[src/hw/rtl/abst_pkg.sv]
// Package for the binary search tree block: opcodes, result status codes,
// field widths, controller states and default sizes.
// Depends on nothing; included first in compile order.
`timescale 1ns / 1ps
`default_nettype none

package abst_pkg;

   // Default number of node table slots.
   localparam int MAX_NODES_DEFAULT = 32;
   // A dump never returns more than this many keys.
   localparam int RESULT_CAP = 32;

   // Field widths on the ports.
   localparam int OPCODE_W = 2;
   localparam int KEY_W    = 32;
   localparam int STATUS_W = 3;
   localparam int NODE_W   = 5;
   localparam int PARENT_W = 6;

   // Parent field value for a root, an unlinked node and every non-insert result.
   localparam logic [PARENT_W-1:0] PARENT_NONE = '1;

   // Request opcodes.
   localparam logic [OPCODE_W-1:0] OP_INSERT = 2'd0;
   localparam logic [OPCODE_W-1:0] OP_DUMP   = 2'd1;
   localparam logic [OPCODE_W-1:0] OP_CLEAR  = 2'd2;

   // Result status codes.
   localparam logic [STATUS_W-1:0] STS_LINKED  = 3'd0;
   localparam logic [STATUS_W-1:0] STS_DUP     = 3'd1;
   localparam logic [STATUS_W-1:0] STS_FULL    = 3'd2;
   localparam logic [STATUS_W-1:0] STS_DUMP    = 3'd3;
   localparam logic [STATUS_W-1:0] STS_EMPTY   = 3'd4;
   localparam logic [STATUS_W-1:0] STS_CLEARED = 3'd5;

   // Controller states.
   typedef enum logic [2:0] {
      ST_IDLE,
      ST_WALK,
      ST_PAR,
      ST_ONE,
      ST_DOWN,
      ST_UP
   } st_type;

endpackage

`default_nettype wire

[src/hw/rtl/array_bst_insert_inorder.sv]
// Binary search tree in a node table: insert, in-order dump and clear. Uses abst_pkg.
// An insert walks one tree level per memory read; a link-in then writes the new node's
// parent link before its result is staged, while a duplicate key stages its result at
// once. A root insert, clear, empty dump or full-table insert stages its result directly;
// a dump sends its keys in order. Requests are taken one at a time, the next taken once
// the final result is registered. Reset clears the counts.
`timescale 1ns / 1ps
`default_nettype none

module array_bst_insert_inorder #(
   parameter int MAX_NODES = abst_pkg::MAX_NODES_DEFAULT
) (
   input  wire                                     clock,
   input  wire                                     reset,

   input  wire                                     req_valid,
   output logic                                    req_stall,
   input  wire  [abst_pkg::OPCODE_W-1:0]           req_opcode,
   input  wire  signed [abst_pkg::KEY_W-1:0]       req_key,

   output logic                                    rsp_valid,
   input  wire                                     rsp_stall,
   output logic [abst_pkg::STATUS_W-1:0]           rsp_status,
   output logic signed [abst_pkg::KEY_W-1:0]       rsp_out_key,
   output logic [abst_pkg::NODE_W-1:0]             rsp_node_index,
   output logic signed [abst_pkg::PARENT_W-1:0]    rsp_parent_index,
   output logic                                    rsp_went_right,
   output logic                                    rsp_last
);
   import abst_pkg::*;

   // Slot index width and a count width that can hold MAX_NODES itself.
   localparam int IDX_W = $clog2(MAX_NODES);
   localparam int CNT_W = $clog2(MAX_NODES + 1);
   // The dump result limit as it applies to this table size.
   localparam int CAP_EFF = (MAX_NODES < RESULT_CAP) ? MAX_NODES : RESULT_CAP;

   // Slot 0 always holds the root and is never anyone's child, so a link
   // value of zero means "no child". This saves a valid bit per link. The
   // parent field is only followed for nodes other than the root.
   typedef struct packed {
      logic [IDX_W-1:0] left;
      logic [IDX_W-1:0] right;
      logic [IDX_W-1:0] parent;
   } link_type;

   // Node table: one memory for the keys, one for the links of each slot.
   // Both are read at the same address every cycle through registered read ports.
   // The controller, the count, the linked count and the result valid are reset;
   // the memories are not cleared.
   logic [KEY_W-1:0] key_mem  [MAX_NODES];
   link_type         link_mem [MAX_NODES];

   logic signed [KEY_W-1:0] key_rd_ff;
   link_type                link_rd_ff;

   logic                    key_we;
   logic [IDX_W-1:0]        key_wa;
   logic [KEY_W-1:0]        key_wd;
   logic                    link_we;
   logic [IDX_W-1:0]        link_wa;
   link_type                link_wd;

   // Controller state.
   st_type                  state_ff, state_in;
   logic [CNT_W-1:0]        count_ff, count_in;      // slots in use
   logic [CNT_W-1:0]        linked_ff, linked_in;    // slots reachable from the root
   logic [IDX_W-1:0]        cur_ff, cur_in;          // node whose entry is on the read port
   logic [IDX_W-1:0]        child_ff, child_in;      // node the dump climbs up from
   logic [IDX_W-1:0]        slot_ff, slot_in;        // slot taken by the insert
   logic [CNT_W-1:0]        emitted_ff, emitted_in;  // dump results sent so far
   logic signed [KEY_W-1:0] key_ff, key_in;

   // Staged fields of a single-result request.
   logic [STATUS_W-1:0]     res_status_ff, res_status_in;
   logic [NODE_W-1:0]       res_node_ff, res_node_in;
   logic [PARENT_W-1:0]     res_parent_ff, res_parent_in;
   logic                    res_right_ff, res_right_in;

   // Result output register.
   logic                    rsp_valid_ff, rsp_valid_in;
   logic [STATUS_W-1:0]     rsp_status_ff, rsp_status_in;
   logic [KEY_W-1:0]        rsp_key_ff, rsp_key_in;
   logic [NODE_W-1:0]       rsp_node_ff, rsp_node_in;
   logic [PARENT_W-1:0]     rsp_parent_ff, rsp_parent_in;
   logic                    rsp_right_ff, rsp_right_in;
   logic                    rsp_last_ff, rsp_last_in;

   logic                    emit_go;
   logic                    emit_dump;
   logic                    out_free;
   logic                    full;
   logic [IDX_W-1:0]        slot_now;
   logic                    key_gt;
   logic                    key_eq;
   logic [CNT_W-1:0]        dump_limit;
   logic                    dump_last;

   // The output register can take a new result when it is empty or its
   // current result transfers at this edge.
   assign out_free  = !rsp_valid_ff || !rsp_stall;
   assign full      = (count_ff == CNT_W'(MAX_NODES));
   assign slot_now  = count_ff[IDX_W-1:0];
   assign key_gt    = key_ff > key_rd_ff;
   assign key_eq    = key_ff == key_rd_ff;
   // Every linked node is visited exactly once, so the dump knows its final
   // result from the linked count, capped at the result limit.
   assign dump_limit = (linked_ff > CNT_W'(CAP_EFF)) ? CNT_W'(CAP_EFF) : linked_ff;
   assign dump_last  = ((emitted_ff + CNT_W'(1)) == dump_limit);

   assign req_stall = (state_ff != ST_IDLE);

   // Next state, memory writes and result selection.
   always_comb begin
      state_in      = state_ff;
      count_in      = count_ff;
      linked_in     = linked_ff;
      cur_in        = cur_ff;
      child_in      = child_ff;
      slot_in       = slot_ff;
      emitted_in    = emitted_ff;
      key_in        = key_ff;
      res_status_in = res_status_ff;
      res_node_in   = res_node_ff;
      res_parent_in = res_parent_ff;
      res_right_in  = res_right_ff;

      key_we  = 1'b0;
      key_wa  = slot_ff;
      key_wd  = key_ff;
      link_we = 1'b0;
      link_wa = cur_ff;
      link_wd = '0;

      emit_go       = 1'b0;
      emit_dump     = 1'b0;
      rsp_status_in = STS_DUMP;
      rsp_key_in    = key_rd_ff;
      rsp_node_in   = NODE_W'(cur_ff);
      rsp_parent_in = PARENT_NONE;
      rsp_right_in  = 1'b0;
      rsp_last_in   = dump_last;

      unique case (state_ff)
         ST_IDLE: begin
            // The read port sits on the root while idle, so a walk can
            // start comparing in the cycle after the request transfers.
            cur_in = '0;
            if (req_valid) begin
               key_in = '0;
               unique case (req_opcode)
                  OP_INSERT: begin
                     key_in = req_key;
                     if (full) begin
                        res_status_in = STS_FULL;
                        res_node_in   = '0;
                        res_parent_in = PARENT_NONE;
                        res_right_in  = 1'b0;
                        state_in      = ST_ONE;
                     end else begin
                        // Store the key and empty links in the next free slot.
                        key_we   = 1'b1;
                        key_wa   = slot_now;
                        key_wd   = req_key;
                        link_we  = 1'b1;
                        link_wa  = slot_now;
                        link_wd  = '0;
                        count_in = count_ff + CNT_W'(1);
                        slot_in  = slot_now;
                        if (count_ff == '0) begin
                           linked_in     = linked_ff + CNT_W'(1);
                           res_status_in = STS_LINKED;
                           res_node_in   = '0;
                           res_parent_in = PARENT_NONE;
                           res_right_in  = 1'b0;
                           state_in      = ST_ONE;
                        end else begin
                           state_in = ST_WALK;
                        end
                     end
                  end
                  OP_DUMP: begin
                     if (count_ff == '0) begin
                        res_status_in = STS_EMPTY;
                        res_node_in   = '0;
                        res_parent_in = PARENT_NONE;
                        res_right_in  = 1'b0;
                        state_in      = ST_ONE;
                     end else begin
                        emitted_in = '0;
                        state_in   = ST_DOWN;
                     end
                  end
                  OP_CLEAR: begin
                     count_in      = '0;
                     linked_in     = '0;
                     res_status_in = STS_CLEARED;
                     res_node_in   = '0;
                     res_parent_in = PARENT_NONE;
                     res_right_in  = 1'b0;
                     state_in      = ST_ONE;
                  end
                  default: begin
                     // The unused opcode is dropped without a result.
                     state_in = ST_IDLE;
                  end
               endcase
            end
         end

         ST_WALK: begin
            // One tree level per cycle: compare with the node on the read
            // port and either link in or move the read port to the child.
            if (key_eq) begin
               res_status_in = STS_DUP;
               res_node_in   = NODE_W'(slot_ff);
               res_parent_in = PARENT_NONE;
               res_right_in  = 1'b0;
               cur_in        = '0;
               state_in      = ST_ONE;
            end else if (key_gt) begin
               if (link_rd_ff.right == '0) begin
                  link_we       = 1'b1;
                  link_wa       = cur_ff;
                  link_wd       = '{left: link_rd_ff.left, right: slot_ff,
                                    parent: link_rd_ff.parent};
                  linked_in     = linked_ff + CNT_W'(1);
                  res_status_in = STS_LINKED;
                  res_node_in   = NODE_W'(slot_ff);
                  res_parent_in = PARENT_W'(cur_ff);
                  res_right_in  = 1'b1;
                  state_in      = ST_PAR;
               end else begin
                  cur_in = link_rd_ff.right;
               end
            end else begin
               if (link_rd_ff.left == '0) begin
                  link_we       = 1'b1;
                  link_wa       = cur_ff;
                  link_wd       = '{left: slot_ff, right: link_rd_ff.right,
                                    parent: link_rd_ff.parent};
                  linked_in     = linked_ff + CNT_W'(1);
                  res_status_in = STS_LINKED;
                  res_node_in   = NODE_W'(slot_ff);
                  res_parent_in = PARENT_W'(cur_ff);
                  res_right_in  = 1'b0;
                  state_in      = ST_PAR;
               end else begin
                  cur_in = link_rd_ff.left;
               end
            end
         end

         ST_PAR: begin
            // Second write of a link-in: the new node records its parent.
            link_we  = 1'b1;
            link_wa  = slot_ff;
            link_wd  = '{left: '0, right: '0, parent: cur_ff};
            cur_in   = '0;
            state_in = ST_ONE;
         end

         ST_ONE: begin
            cur_in        = '0;
            rsp_status_in = res_status_ff;
            rsp_key_in    = key_ff;
            rsp_node_in   = res_node_ff;
            rsp_parent_in = res_parent_ff;
            rsp_right_in  = res_right_ff;
            rsp_last_in   = 1'b1;
            if (out_free) begin
               emit_go  = 1'b1;
               state_in = ST_IDLE;
            end
         end

         ST_DOWN: begin
            // Descend along left links; a node without a left child is next in order.
            if (link_rd_ff.left != '0) begin
               cur_in = link_rd_ff.left;
            end else if (out_free) begin
               emit_go   = 1'b1;
               emit_dump = 1'b1;
            end
         end

         ST_UP: begin
            // Climbing: arriving from a left child means this node is next
            // in order; arriving from a right child means keep climbing.
            if (link_rd_ff.left == child_ff) begin
               if (out_free) begin
                  emit_go   = 1'b1;
                  emit_dump = 1'b1;
               end
            end else begin
               child_in = cur_ff;
               cur_in   = link_rd_ff.parent;
            end
         end

         default: begin
            state_in = ST_IDLE;
            cur_in   = '0;
         end
      endcase

      // After a dump key is sent: stop on the final one, otherwise go into
      // the right subtree, or climb when there is none.
      if (emit_dump) begin
         emitted_in = emitted_ff + CNT_W'(1);
         if (dump_last) begin
            cur_in   = '0;
            state_in = ST_IDLE;
         end else if (link_rd_ff.right != '0) begin
            cur_in   = link_rd_ff.right;
            state_in = ST_DOWN;
         end else begin
            child_in = cur_ff;
            cur_in   = link_rd_ff.parent;
            state_in = ST_UP;
         end
      end

      rsp_valid_in = emit_go || (rsp_valid_ff && rsp_stall);
   end

   // Control registers.
   always_ff @(posedge clock) begin
      if (reset) begin
         state_ff     <= ST_IDLE;
         count_ff     <= '0;
         linked_ff    <= '0;
         cur_ff       <= '0;
         rsp_valid_ff <= 1'b0;
      end else begin
         state_ff     <= state_in;
         count_ff     <= count_in;
         linked_ff    <= linked_in;
         cur_ff       <= cur_in;
         rsp_valid_ff <= rsp_valid_in;
      end
   end

   // Working and payload registers.
   always_ff @(posedge clock) begin
      child_ff      <= child_in;
      slot_ff       <= slot_in;
      emitted_ff    <= emitted_in;
      key_ff        <= key_in;
      res_status_ff <= res_status_in;
      res_node_ff   <= res_node_in;
      res_parent_ff <= res_parent_in;
      res_right_ff  <= res_right_in;
      if (emit_go) begin
         rsp_status_ff <= rsp_status_in;
         rsp_key_ff    <= rsp_key_in;
         rsp_node_ff   <= rsp_node_in;
         rsp_parent_ff <= rsp_parent_in;
         rsp_right_ff  <= rsp_right_in;
         rsp_last_ff   <= rsp_last_in;
      end
   end

   // Key memory: one write port, one registered read port.
   always_ff @(posedge clock) begin
      if (key_we) begin
         key_mem[key_wa] <= key_wd;
      end
      key_rd_ff <= key_mem[cur_in];
   end

   // Link memory: one write port, one registered read port.
   always_ff @(posedge clock) begin
      if (link_we) begin
         link_mem[link_wa] <= link_wd;
      end
      link_rd_ff <= link_mem[cur_in];
   end

   assign rsp_valid        = rsp_valid_ff;
   assign rsp_status       = rsp_status_ff;
   assign rsp_out_key      = rsp_key_ff;
   assign rsp_node_index   = rsp_node_ff;
   assign rsp_parent_index = rsp_parent_ff;
   assign rsp_went_right   = rsp_right_ff;
   assign rsp_last         = rsp_last_ff;

   // Every linked node occupies a slot, and the slot count stays within the table.
   a_counts_bounded: assert property (@(posedge clock) disable iff (reset)
      (linked_ff <= count_ff) && (count_ff <= CNT_W'(MAX_NODES)))
      else $error("linked or slot count out of range");

   // A dump in progress has not yet sent its final key.
   a_dump_in_range: assert property (@(posedge clock) disable iff (reset)
      (state_ff == ST_DOWN || state_ff == ST_UP) |-> (emitted_ff < dump_limit))
      else $error("dump ran past its final key");

   // The final result of a request returns the controller to idle.
   a_last_ends_item: assert property (@(posedge clock) disable iff (reset)
      (emit_go && rsp_last_in) |=> (state_ff == ST_IDLE))
      else $error("controller busy after final result");

   // A clear empties the table on the next cycle.
   a_clear_empties: assert property (@(posedge clock) disable iff (reset)
      (req_valid && !req_stall && req_opcode == OP_CLEAR) |=>
      (count_ff == '0 && linked_ff == '0))
      else $error("table not empty after clear");

endmodule

`default_nettype wire
[config.mk]
export PLATFORM = sky130hd
export DESIGN_NAME = array_bst_insert_inorder
export DESIGN_NICKNAME = d
export VERILOG_FILES = /design/src/hw/rtl/abst_pkg.sv /design/src/hw/rtl/array_bst_insert_inorder.sv
export SDC_FILE = /design/constraint.sdc
export NUM_CORES = 2
export LEC_CHECK = 0
export BUFFER_PORTS_ARGS = -buffer_cell sky130_fd_sc_hd__buf_2
export CAP_MARGIN = 20
export CORE_UTILIZATION = 45
export DETAILED_ROUTE_END_ITERATION = 10
export SETUP_SLACK_MARGIN = 0.3
export SLEW_MARGIN = 20
export SYNTH_ARGS = -nofsm -noshare
export SYNTH_HDL_FRONTEND = slang
export SYNTH_SLANG_ARGS = --single-unit
[constraint.sdc]
create_clock -name clock -period 5.18 [get_ports clock]
set_input_delay 1.036 -clock clock [delete_from_list [all_inputs] [get_ports clock]]
set_output_delay 1.036 -clock clock [all_outputs]
set_load 0.005 [all_outputs]
==> impl_summary.txt <==
----------------------------------------------------
[Outcome]
  Outcome ... complete, no violations

[Worst setup path]
  Worst r2r src ... key_rd_ff[7]
  WP data arrival ... 5.44 ns
  Critical path's most frequent cell ... buf_12
  CP max stage cell ... nor3_2
  Chain of cells forming the critical path ... inv_1 > ha_1 > a21oi_1 > o21ai_0 > o2bb2ai_1 > o311a_1 > a211o_1 > a211o_4 > buf_12 > buf_12 > mux2i_1 > o22ai_1 > or4_1 > nor3_2 > nor4_4
  Worst-case register-to-register setup slack ... 0.39 ns
  Worst stage delay on the critical path ... ~0.5 ns
  Path type of the worst setup path ... reg -> reg
  Critical Path Source Type ... flop
  Register-to-Register Path Depth ... 15
  Critical path data required time ... between 5 and 6 ns
  R2r endpoint ... key_rd_ff[4]
  CP endpoint kind ... flop
  Crit Path Max Fanout ... 42
  Number of buffers and inverters on the critical path ... 3
  Crit-path leading delay family ... compound AO/OA/AOI/OAI gates

[Synthesis]
  Number of warnings printed during yosys synthesis ... 0
  Top_reg_cell synth ... edfxtp_1
  Post-synth cell types ... 76
  Mapped cell area ... about 0.068 mm^2
  Async set-reset flop share out of synthesis ... 0
  Nets in the synthesized netlist ... around 5,200
  Commonest cells in the synthesized netlist ... 1,605 x edfxtp_1, 1,309 x nand2_1, 232 x a21oi_1
  Flops & latches, synth ... ~1,700
  Cell type with the largest total area after synthesis ... edfxtp_1
  Sequential cell area fraction in the yosys report ... 0.737
  Most frequent cell after synthesis ... edfxtp_1
  Post-synth top area share ... 0.714
  Syn avg cell area ... 13.2 um^2
  Instance count of the mapped netlist ... around 5,100
  Number of synthesized flops with an enable pin ... around 1,600
  Top post-synthesis cells by area ... edfxtp_1 71%, nand2_1 7.3%, dfxtp_1 2.3%

[CTS]
  Maximum root-to-sink buffer count ... 3
  Clock sink count ... 1,683
  H-tree depth ... 4
  Clk Tree Root Cell ... clkbuf_16
  Cts-stage hold buffer count ... 0
  Latest clock arrival within the worst-skew pair ... between 0.8 and 0.9 ns
  Clock tree from TritonCTS ... done
  Number of buffers created by CTS ... 167
  Post-CTS clock slew at the launch and capture registers of the worst setup and hold paths ... approximately 0.060 ns

[Worst hold path]
  Hold Path End ... rsp_status[1]
  Kind of path behind the tightest hold check ... reg -> reg
  Startpoint of the tightest hold check path ... res_status_ff[1]
  Cell count of the worst hold path ... 1

[Global routing]
  Maximum number of pins on one net before global-route repair ... between 100 and 150
  GR Layer Usage met1 ... 0.381
  First-pass GRT wire length ... ~280,000 um
  Combined global-route utilization of all metal layers ... 0.248
  Number of global-route vias before repair ... about 40,000
  Aggregate global routing overflow ... 0
  Met3 Resource Use GR ... 0.0411
  Highest-utilization routing layer at the global route stage ... met1
  M2 GR Usage ... 0.364
  Number of antenna violations at the first check in global routing ... 8

[Placement]
  Global placer's final weighted congestion ... a little over 0.9
  Cell count after placement ... around 7,200
  HPWL Detailed ... ~120,000 um
  Number of port buffers ... 87

[Timing]
  Number of hold violations in the final report ... 0
  Fmax ... ~210 MHz
  Final Critical Period ... between 4 and 5 ns
  Clock tree skew after final layout ... ~0.028 ns
  Worst hold slack ... 0.500 ns
  Final worst-path cycle share ... 0.924
  Worst relative slew slack ... 0.351
  Slew @ Worst Pin ... 0.964 ns
  Finish-stage setup viols ... 0
  Final sum of negative setup slack ... 0 ns
  Final Max Slew Viols ... 0
  Unrepaired setup endpoints after global routing ... false

[Route]
  Overall routed net length ... 190,000 um
  DR vias ... 44,209
  Count of nets left with antenna violations after detail routing ... 0
  WL/cell ... 25.2 um
  Detailed-router iteration count before antenna repair ... 6
  Initial detailed-routing violation count ... between 5,000 and 6,000
  Post-detailed-route DRC marker count ... 0
  Ratio of routed vias to standard cells ... 5.86

[Pwr]
  Power Dens Cells ... roughly 540 mW/mm^2
  Sequential share of power ... 0.385
  Clock power frac ... 0.280
  Internal power contribution ... between 20,000 and 30,000 uW
  Worst supply voltage drop on vdd ... roughly 0.00040 V
  Leakage ... about 0.027 uW
  Fraction of power spent switching nets ... 0.351
  Share of total power in combinational logic ... 0.335
  NetSw ... roughly 15,000 uW

[Finish]
  Post-layout net count ... between 5,000 and 6,000
  Share of final-layout standard cells stronger than drive strength 1 ... 0.148
  Fill count ... 12,098
  Layout Area Growth over Synthesis ... 17.1%
  Post-Layout Cell Count ... roughly 7,600
  Utilization after layout ... 0.533

[Run]
  Max-capacitance violation count ... 0

[Floorplanning]
  Full die area ... between 0.15 and 0.2 mm^2
  Initial Utilization ... 0.455
  Core Area ... between 0.1 and 0.15 mm^2
  Die extent in x ... between 300 and 400 um
  Vert. Die Dim ... 389 um
  Top-level port count ... 88
  Std cell rows ... approximately 140

----------------------------------------------------
worst max-delay path by stage:
stage                     slack, ns  cells after the start           from        endpoint
final                          0.39                     15   key_rd_ff[7]    key_rd_ff[4]
after global routing           0.30                     15  emitted_ff[0]  link_rd_ff[12]
after CTS                      0.31                     17  key_rd_ff[12]   link_rd_ff[9]
after detailed placement      -0.53                     17   key_rd_ff[9]    key_rd_ff[6]
after global placement        -0.50                     16   key_rd_ff[9]   key_rd_ff[16]
after floorplan                0.58                      7      req_valid   key_mem[0][0]
registers in the layout, summed over array words and instances, names as in the netlist, 3 cells and up:
register / flops
child_ff: 5
count_ff: 6
cur_ff: 5
emitted_ff: 6
key_ff: 32
key_mem: 1024
key_rd_ff: 32
link_mem: 480
link_rd_ff: 15
linked_ff: 6
res_node_ff: 5
res_parent_ff: 6
res_status_ff: 3
rsp_node_index: 5
rsp_out_key: 32
rsp_parent_index: 6
rsp_status: 3
slot_ff: 5
state_ff: 3
metrics by stage:
stage,area (um^2),power (uW),worst slack (ns)
2_1_floorplan,67500,24100,0.579
3_5_place_dp,73100,30500,-0.534
4_1_cts,78900,42900,0.308
6_report,79100,43100,0.394
5_1_grt,79100,44700,0.303
3_3_place_gp,73100,30300,-0.499
power by group through the flow:
stage                     registers [uW]  logic (uW)  clock network, uW
after CTS                          16600       14100              12200
after global placement             16900       13500                  0
after detailed placement           16900       13600                  0
final                              16600       14400              12100
after global routing               16600       15400              12700
after floorplan                    16700        7390                  0
placed cells by master, fill, tap and decap left out, types with 13 or more instances in the layout:
cell | synthesis | routed
a211oi_1 | 103 | 99
a21oi_1 | 232 | 228
a311oi_1 | 93 | 91
a31oi_1 | 101 | 101
and2_1 | 42 | 42
and3_1 | 198 | 198
buf_12 | 0 | 57
buf_2 | 87 | 87
buf_4 | 4 | 307
bufinv_16 | 0 | 13
clkbuf_1 | 204 | 50
clkbuf_16 | 0 | 171
clkbuf_8 | 0 | 13
clkinv_1 | 0 | 27
clkinv_2 | 0 | 17
dfxtp_1 | 78 | 75
edfxtp_1 | 1605 | 1605
ha_1 | 41 | 40
inv_1 | 52 | 52
mux2i_1 | 102 | 102
nand2_1 | 1309 | 1307
nand3_1 | 217 | 214
nand4_1 | 19 | 19
nor2_1 | 117 | 83
nor2_4 | 0 | 34
nor3_1 | 54 | 34
nor4_1 | 50 | 34
o21ai_0 | 57 | 54
o22ai_1 | 94 | 94
or4_1 | 48 | 46
xor2_1 | 16 | 16
layout make-up:
class                      count  area (um^2)  share of cell area
tap                         2002         2500              0.0317
timing repair buffer         458         4030              0.0509
antenna                        1         2.50           0.0000317
sequential                  1683        49800               0.629
inverter                      52          195             0.00247
clock buffer                 233         4620              0.0584
clock inverter                73          812              0.0103
multi-input combinational   3048        17100               0.217
routing by layer:
metal | part of all wire | vias to the layer above
met5 | 0.00022 | -
met4 | 0.023 | 6
met3 | 0.095 | 288
met2 | 0.44 | 2157
met1 | 0.44 | 22101
li1 | - | 19657
worst reg2reg max path, stage by stage (launching register included):
cell and delay [ns]:
dfxtp_1 0.46, inv_1 0.10, ha_1 0.35, a21oi_1 0.14, o21ai_0 0.18, o2bb2ai_1 0.29, o311a_1 0.44, a211o_1 0.36
a211o_4 0.47, buf_12 0.23, buf_12 0.19, mux2i_1 0.23, o22ai_1 0.10, or4_1 0.50, nor3_2 0.51, nor4_4 0.10
timing repair:
item	4_1_cts	5_1_grt
gates cloned	1	1
gates resized for setup	54	21
pin swaps	7	11
buffers inserted	6	2
endpoints found under the setup margin	47	130
kinds of logic after synthesis:
group | synth area share
and+or+nand+nor | 0.139
DFF | 0.737
AOI/OAI and AO/OA | 0.0749
buffers and inverters | 0.0228
muxes | 0.0163
adders and majority gates | 0.00760
xor gates and xnor gates | 0.00272
No activity file was read; power rests on OpenSTA's default activity.
